--- config.mk ---
export PLATFORM = sky130hd
export DESIGN_NAME = kvt_cell
export DESIGN_NICKNAME = d
export VERILOG_FILES = /design/src/kvt_pkg.sv /design/src/kvt_cell.sv
export SDC_FILE = /design/constraint.sdc
export NUM_CORES = 1
export LEC_CHECK = 0
export BUFFER_PORTS_ARGS = -buffer_cell sky130_fd_sc_hd__buf_2
export CORE_ASPECT_RATIO = 1.25
export CORE_MARGIN = 4
export CORE_UTILIZATION = 40
export DETAILED_ROUTE_END_ITERATION = 10
export PLACE_DENSITY = 0.76
export SYNTH_ARGS = -nofsm -noshare
export SYNTH_HDL_FRONTEND = slang
export SYNTH_SLANG_ARGS = --single-unit
--- constraint.sdc ---
create_clock -name clk -period 3 [get_ports clk]
set_input_delay 0.15 -clock clk [delete_from_list [all_inputs] [get_ports clk]]
set_output_delay 0.15 -clock clk [all_outputs]
set_load 0.01 [all_outputs]
--- src/kvt_pkg.sv ---
package kvt_pkg;

  // Field widths of the item channels
  localparam int unsigned OP_W    = 2;
  localparam int unsigned KEY_W   = 32;
  localparam int unsigned VALUE_W = 32;
  localparam int unsigned COUNT_W = 6;

  // Operation codes
  typedef enum logic [OP_W-1:0] {
    OP_PUT    = 2'd0,
    OP_LOOKUP = 2'd1,
    OP_DELETE = 2'd2
  } kvt_op_t;

  // Control bits of the search token that walks the cell row
  typedef struct packed {
    logic valid;
    logic found;
    logic is_del;
  } kvt_tok_t;

  // Write strobes broadcast to every cell
  typedef struct packed {
    logic append;
    logic swap;
  } kvt_wr_t;

endpackage

--- src/kvt_cell.sv ---
module kvt_cell #(
  parameter int DEPTH      = 32,
  parameter int KEY_BITS   = 32,
  parameter int VALUE_BITS = 32,
  parameter int IDX        = 0
) (
  input  logic                                clk,
  input  logic                                rst_n,
  input  kvt_pkg::kvt_tok_t                   tok_i,
  input  logic [KEY_BITS-1:0]                 tkey_i,
  input  logic [VALUE_BITS-1:0]               tval_i,
  input  logic [KEY_BITS-1:0]                 tlkey_i,
  input  logic [VALUE_BITS-1:0]               tlval_i,
  output kvt_pkg::kvt_tok_t                   tok_o,
  output logic [KEY_BITS-1:0]                 tkey_o,
  output logic [VALUE_BITS-1:0]               tval_o,
  output logic [KEY_BITS-1:0]                 tlkey_o,
  output logic [VALUE_BITS-1:0]               tlval_o,
  input  logic [$clog2(DEPTH+1)-1:0]          cnt_i,
  input  kvt_pkg::kvt_wr_t                    wr_i,
  input  logic [KEY_BITS-1:0]                 wr_key_i,
  input  logic [VALUE_BITS-1:0]               wr_val_i
);
  import kvt_pkg::*;

  localparam int CNT_W = $clog2(DEPTH+1);
  localparam logic [CNT_W-1:0] IDX_C  = CNT_W'(IDX);
  localparam logic [CNT_W-1:0] IDX_P1 = CNT_W'(IDX + 1);

  logic [KEY_BITS-1:0]   key_r, key_nxt;
  logic [VALUE_BITS-1:0] val_r, val_nxt;
  logic                  victim_r, victim_nxt;
  kvt_tok_t              tok_r, tok_nxt;
  logic [KEY_BITS-1:0]   tkey_r, tkey_nxt;
  logic [VALUE_BITS-1:0] tval_r, tval_nxt;
  logic [KEY_BITS-1:0]   tlkey_r, tlkey_nxt;
  logic [VALUE_BITS-1:0] tlval_r, tlval_nxt;
  logic                  hit;
  logic                  is_last;

  // Compare the passing key with this slot when the slot is occupied
  assign hit     = tok_i.valid && !tok_i.found && (IDX_C < cnt_i) && (key_r == tkey_i);
  assign is_last = (IDX_P1 == cnt_i);

  // Hand the token on, picking up the match and the last entry on the way
  always_comb begin
    tok_nxt       = tok_i;
    tok_nxt.found = tok_i.found || hit;
    tkey_nxt      = tkey_i;
    tval_nxt      = hit ? val_r : tval_i;
    tlkey_nxt     = (tok_i.valid && is_last) ? key_r : tlkey_i;
    tlval_nxt     = (tok_i.valid && is_last) ? val_r : tlval_i;
  end

  // Load the slot on an append at the count or on the delete swap
  always_comb begin
    key_nxt    = key_r;
    val_nxt    = val_r;
    victim_nxt = victim_r;
    if (tok_i.valid) begin
      victim_nxt = hit && tok_i.is_del;
    end else if (wr_i.swap) begin
      victim_nxt = 1'b0;
    end
    if ((wr_i.append && (IDX_C == cnt_i)) || (wr_i.swap && victim_r)) begin
      key_nxt = wr_key_i;
      val_nxt = wr_val_i;
    end
  end

  always_ff @(posedge clk) begin
    if (!rst_n) begin
      tok_r    <= '0;
      victim_r <= 1'b0;
    end else begin
      tok_r    <= tok_nxt;
      victim_r <= victim_nxt;
    end
  end

  always_ff @(posedge clk) begin
    key_r   <= key_nxt;
    val_r   <= val_nxt;
    tkey_r  <= tkey_nxt;
    tval_r  <= tval_nxt;
    tlkey_r <= tlkey_nxt;
    tlval_r <= tlval_nxt;
  end

  assign tok_o   = tok_r;
  assign tkey_o  = tkey_r;
  assign tval_o  = tval_r;
  assign tlkey_o = tlkey_r;
  assign tlval_o = tlval_r;

endmodule

==> results of run 1 <==
-- per-stage QoR --
| step | cells | setup slack [ns] | hold WS [ns] | cell area (sq um) | utilization |
|---|---|---|---|---|---|
| after floorplan | 355 | 0.119 | 0.178 | 6160 | - |
| after global placement | 868 | 0.660 | 0.279 | 8060 | 0.537 |
| after detailed placement | 868 | 0.534 | 0.283 | 8060 | 0.537 |
-- Yosys cell counts (all sizes together) --
cell type / count
a22o: 1
a31o: 1
and2: 2
buf: 9
dfxtp: 132
edfxtp: 64
mux2: 96
nand2: 1
nand3: 1
nand4: 5
nor3: 2
nor3b: 1
nor4: 4
nor4bb: 1
o21a: 1
or4: 2
xnor2: 19
xor2: 13
-- cells by family after synthesis --
group,synth area share
multiplexers,0.176
AO/OA/AOI/OAI,0.00406
XOR/XNOR,0.0455
flip-flops,0.741
AND/OR/NAND/NOR,0.0234
buffers and inverters,0.0104
==> out/qor.txt, run 1 <==
Area leader, netlist = dfxtp_1
Register area share after synthesis = 0.741
Setup Buffers After CTS = 0
Die Width = 119 microns
Syn_area_per_cell = 17.3 sq um
CTS Root Cell = clkbuf_16
Mapped Area = 0.00616 sq mm
Cell Rows = 50
IO buf count = 335
Hold Buf Count CTS = 181
Count of cell types in the netlist = 23
Dpl hpwl = 13,600 microns
IO Pins = 336
Clk buf depth = 2
Net count after synthesis = 560
Log Error = [ERROR RSZ-0060] Max buffer count reached.
Routability cong. = 0.912
CTS H-tree depth = 4
Top cell type's share of synthesized area = 0.429
# clock sinks = 196
Initial Util = 0.410
Synthesized flop and latch total = 196
Post-cts sizing count = 0
Syn. warnings = 0
Total CTS buffers = 17
Die Y = 147 microns
Fail Step = 4_1_cts
Synth Instances = 355
Status = aborted with a tool error
Area contributors post-synth = dfxtp_1, edfxtp_1, mux2_2
==> run 2, diff against run 1 <==
--- a/config.mk
+++ b/config.mk
@@ -6,11 +6,10 @@
 export NUM_CORES = 1
 export LEC_CHECK = 0
 export BUFFER_PORTS_ARGS = -buffer_cell sky130_fd_sc_hd__buf_2
-export CORE_ASPECT_RATIO = 1.25
 export CORE_MARGIN = 4
-export CORE_UTILIZATION = 40
+export CORE_UTILIZATION = 30
 export DETAILED_ROUTE_END_ITERATION = 10
-export PLACE_DENSITY = 0.76
+export PLACE_DENSITY_LB_ADDON = 0.15
 export SYNTH_ARGS = -nofsm -noshare
 export SYNTH_HDL_FRONTEND = slang
 export SYNTH_SLANG_ARGS = --single-unit
==> constraint.sdc (replaced) <==
create_clock -name clk -period 3.9 [get_ports clk]
set_input_delay 0.195 -clock clk [delete_from_list [all_inputs] [get_ports clk]]
set_output_delay 0.195 -clock clk [all_outputs]
set_load 0.01 [all_outputs]
==> out/qor.txt, run 2 <==
Commonest non-fill, non-tap cell in the layout = buf_2
Status = complete, no violations (was aborted with a tool error)
Worst-Margin Slew = 0.886 ns
FMAX = 0.387 GHz
Mapped Area = 0.00616 sq mm (unchanged)
WHS = 0.0204 ns
Critical path type = reg2reg
IO buf count = 335 (unchanged)
Critical path's slowest cell = buf_4
Total CTS buffers = 17 (unchanged)
Die Y = 151 microns (was 147 microns)
Max-Cap Viols = 0
CP required = 4.21 ns
Fraction of layout cells with a size suffix above 1 = 0.511
Synthesized flop and latch total = 196 (unchanged)
DRT iter0 DRCs = 93
Vias/cell = 4.09
Die Width = 151 microns (was 119 microns)
DR WL/cell = 15.9 microns
Hold Crit Class = in2reg
Largest net degree at the start of global routing = 65
Initial Util = 0.304 (was 0.410)
Fraction of registers with async set/reset = 0 (unchanged)
Clk buf depth = 2 (unchanged)
Area contributors post-synth = dfxtp_1, edfxtp_1, mux2_2 (unchanged)
Synthesis-to-layout area growth = 72.5%
Worst EP arrival = 2.89 ns
Dpl hpwl = 13,000 microns (was 13,600 microns)
Final nets = 1,096
Final hold vios = 0
Tcrit/Tclk final = 0.662
Final Critical Period = 2.58 ns
Core area = 0.0202 sq mm
Synth Flop Type = dfxtp_1 (unchanged)
Gr usage total = 0.159
Final WL = 18,700 microns
# clock sinks = 196 (unchanged)
Final core utilization = 0.525
Clk_lat worst skew = 0.43 ns
Total power = 4.38 mW
Syn_area_per_cell = 17.3 sq um (unchanged)
Worst Path Buf+Inv = 1
Post-synth EDFFs = 64 (unchanged)
Area leader, netlist = dfxtp_1 (unchanged)
Die ar. = 0.0229 sq mm
Number of global-route vias before repair = 5,347
DRT Pass-1 Iters = 4
Global-route wire length before repair = 27,500 microns
Register area share after synthesis = 0.741 (unchanged)
Clk slew on worst S/H paths = 0.07 ns
Largest stage delay, worst path = 0.49 ns
Rel. slew slack = 0.409
Final Max Slew Viols = 0
Via Count = 4,803
Crit start category = flop
Max FO, Critical Path = 34
Max IR drop VDD = 276 uV
IO Pins = 336 (unchanged)
Top cell type's share of synthesized area = 0.429 (unchanged)
Top Family by Delay on Critical Path = simple AND/OR/NAND/NOR gates
DR DRC count = 0
Count of cell types in the netlist = 23 (unchanged)
Final Skew = 0.0133 ns
Diodes inserted = 0
Number of routed nets with antenna violations = 0
Initial antenna violation count = 0
CTS H-tree depth = 4 (unchanged)
Routability cong. = 0.768 (was 0.912)
Crit-path cells = xor2_1 > nor4_1 > nand4_1 > nor4_4 > buf_4 > mux2_2
Grt total ovfl = 0
Setup Buffers After CTS = 0 (unchanged)
Synth top cells by count = dfxtp_1, mux2_2, edfxtp_1 (unchanged)
Cell Rows = 52 (was 50)
Pwr Density = 412 mW/mm^2
Setup-failing EPs final = 0
Clock tree from TritonCTS = yes
CTS Root Cell = clkbuf_16 (unchanged)
Final setup TNS = 0 ns
Net count after synthesis = 560 (unchanged)
Leading cell types in the layout, fill and taps excluded = buf_2, dlygate4sd3_1, dfxtp_1
Crit end category = flop
Top-count cell post-synth = dfxtp_1 (unchanged)
RSZ-0062 raised after global routing = no
Syn. warnings = 0 (unchanged)
Leak = 4.59 nW
Synth Instances = 355 (unchanged)
-- run 2: cell counts after synthesis --
No cell type changed its count.
-- run 2: what timing repair did --
item / in CTS / in global routing
gates resized for setup: 0 / 0
hold buffers: 189 / 0
endpoints found under the hold margin: 189 / 0
-- run 2: area by class of cell --
cell class | instances | area, sq um
multi-input cells | 150 | 1550
clock buffers | 18 | 439
repair buffers | 526 | 3600
flip-flops and latches | 196 | 4560
fillers | 1739 | 9610
clock inverters | 14 | 140
well taps | 270 | 338
-- run 2: final timing paths --
check               from     endpoint  slack (ns)  depth (start not counted)
max            key_r[16]   tval_o[31]        1.32                          6
min          tlval_i[25]  tlval_o[25]        0.02                          2
max reg2reg    key_r[16]   tval_o[31]        1.32                          6
min reg2reg    val_r[30]   tval_o[30]        0.48                          1
-- run 2: cells by family (layout without fill, tap and decap cells) --
group                     Yosys count  count (layout)  share of synthesized area
DFF                               196             196                      0.741
muxes                              96              96                      0.176
xor gates and xnor gates           32              32                     0.0455
and+or+nand+nor                    19              19                     0.0234
buffers and inverters               9             558                     0.0104
AOI/OAI and AO/OA                   3               3                    0.00406
-- run 2: power by group --
part	total (mW)	internal [mW]	switching [mW]
logic	0.457	0.292	0.165
registers	2.20	2.18	0.0206
clock network	1.72	0.918	0.804
total	4.38	3.39	0.990
-- run 2: routing by layer --
metal	global-route usage	part of all wire	up-vias
met5	0	0	-
met4	0.0571	0.018	0
met3	0.0404	0.063	21
met2	0.293	0.54	160
met1	0.175	0.38	2269
li1	-	-	2353
-- run 2: worst reg2reg max path, delay by kind of cell (launching register included) --
family / cells / cell delay, ns
XOR/XNOR: 1 / 0.18
buffers and inverters: 1 / 0.49
flip-flops: 1 / 0.41
multiplexers: 1 / 0.42
AND/OR/NAND/NOR: 3 / 0.98
-- run 2: metrics by stage --
stage                     cells  setup WS [ns]  area [sq um]
after floorplan             355          0.974          6160
after global placement      953           1.33          8150
after detailed placement    953           1.30          8150
after CTS                  1174           1.29         10600
after global routing       1174           1.18         10600
final                      1174           1.32         10600
No activity file was read; power rests on OpenSTA's default activity.
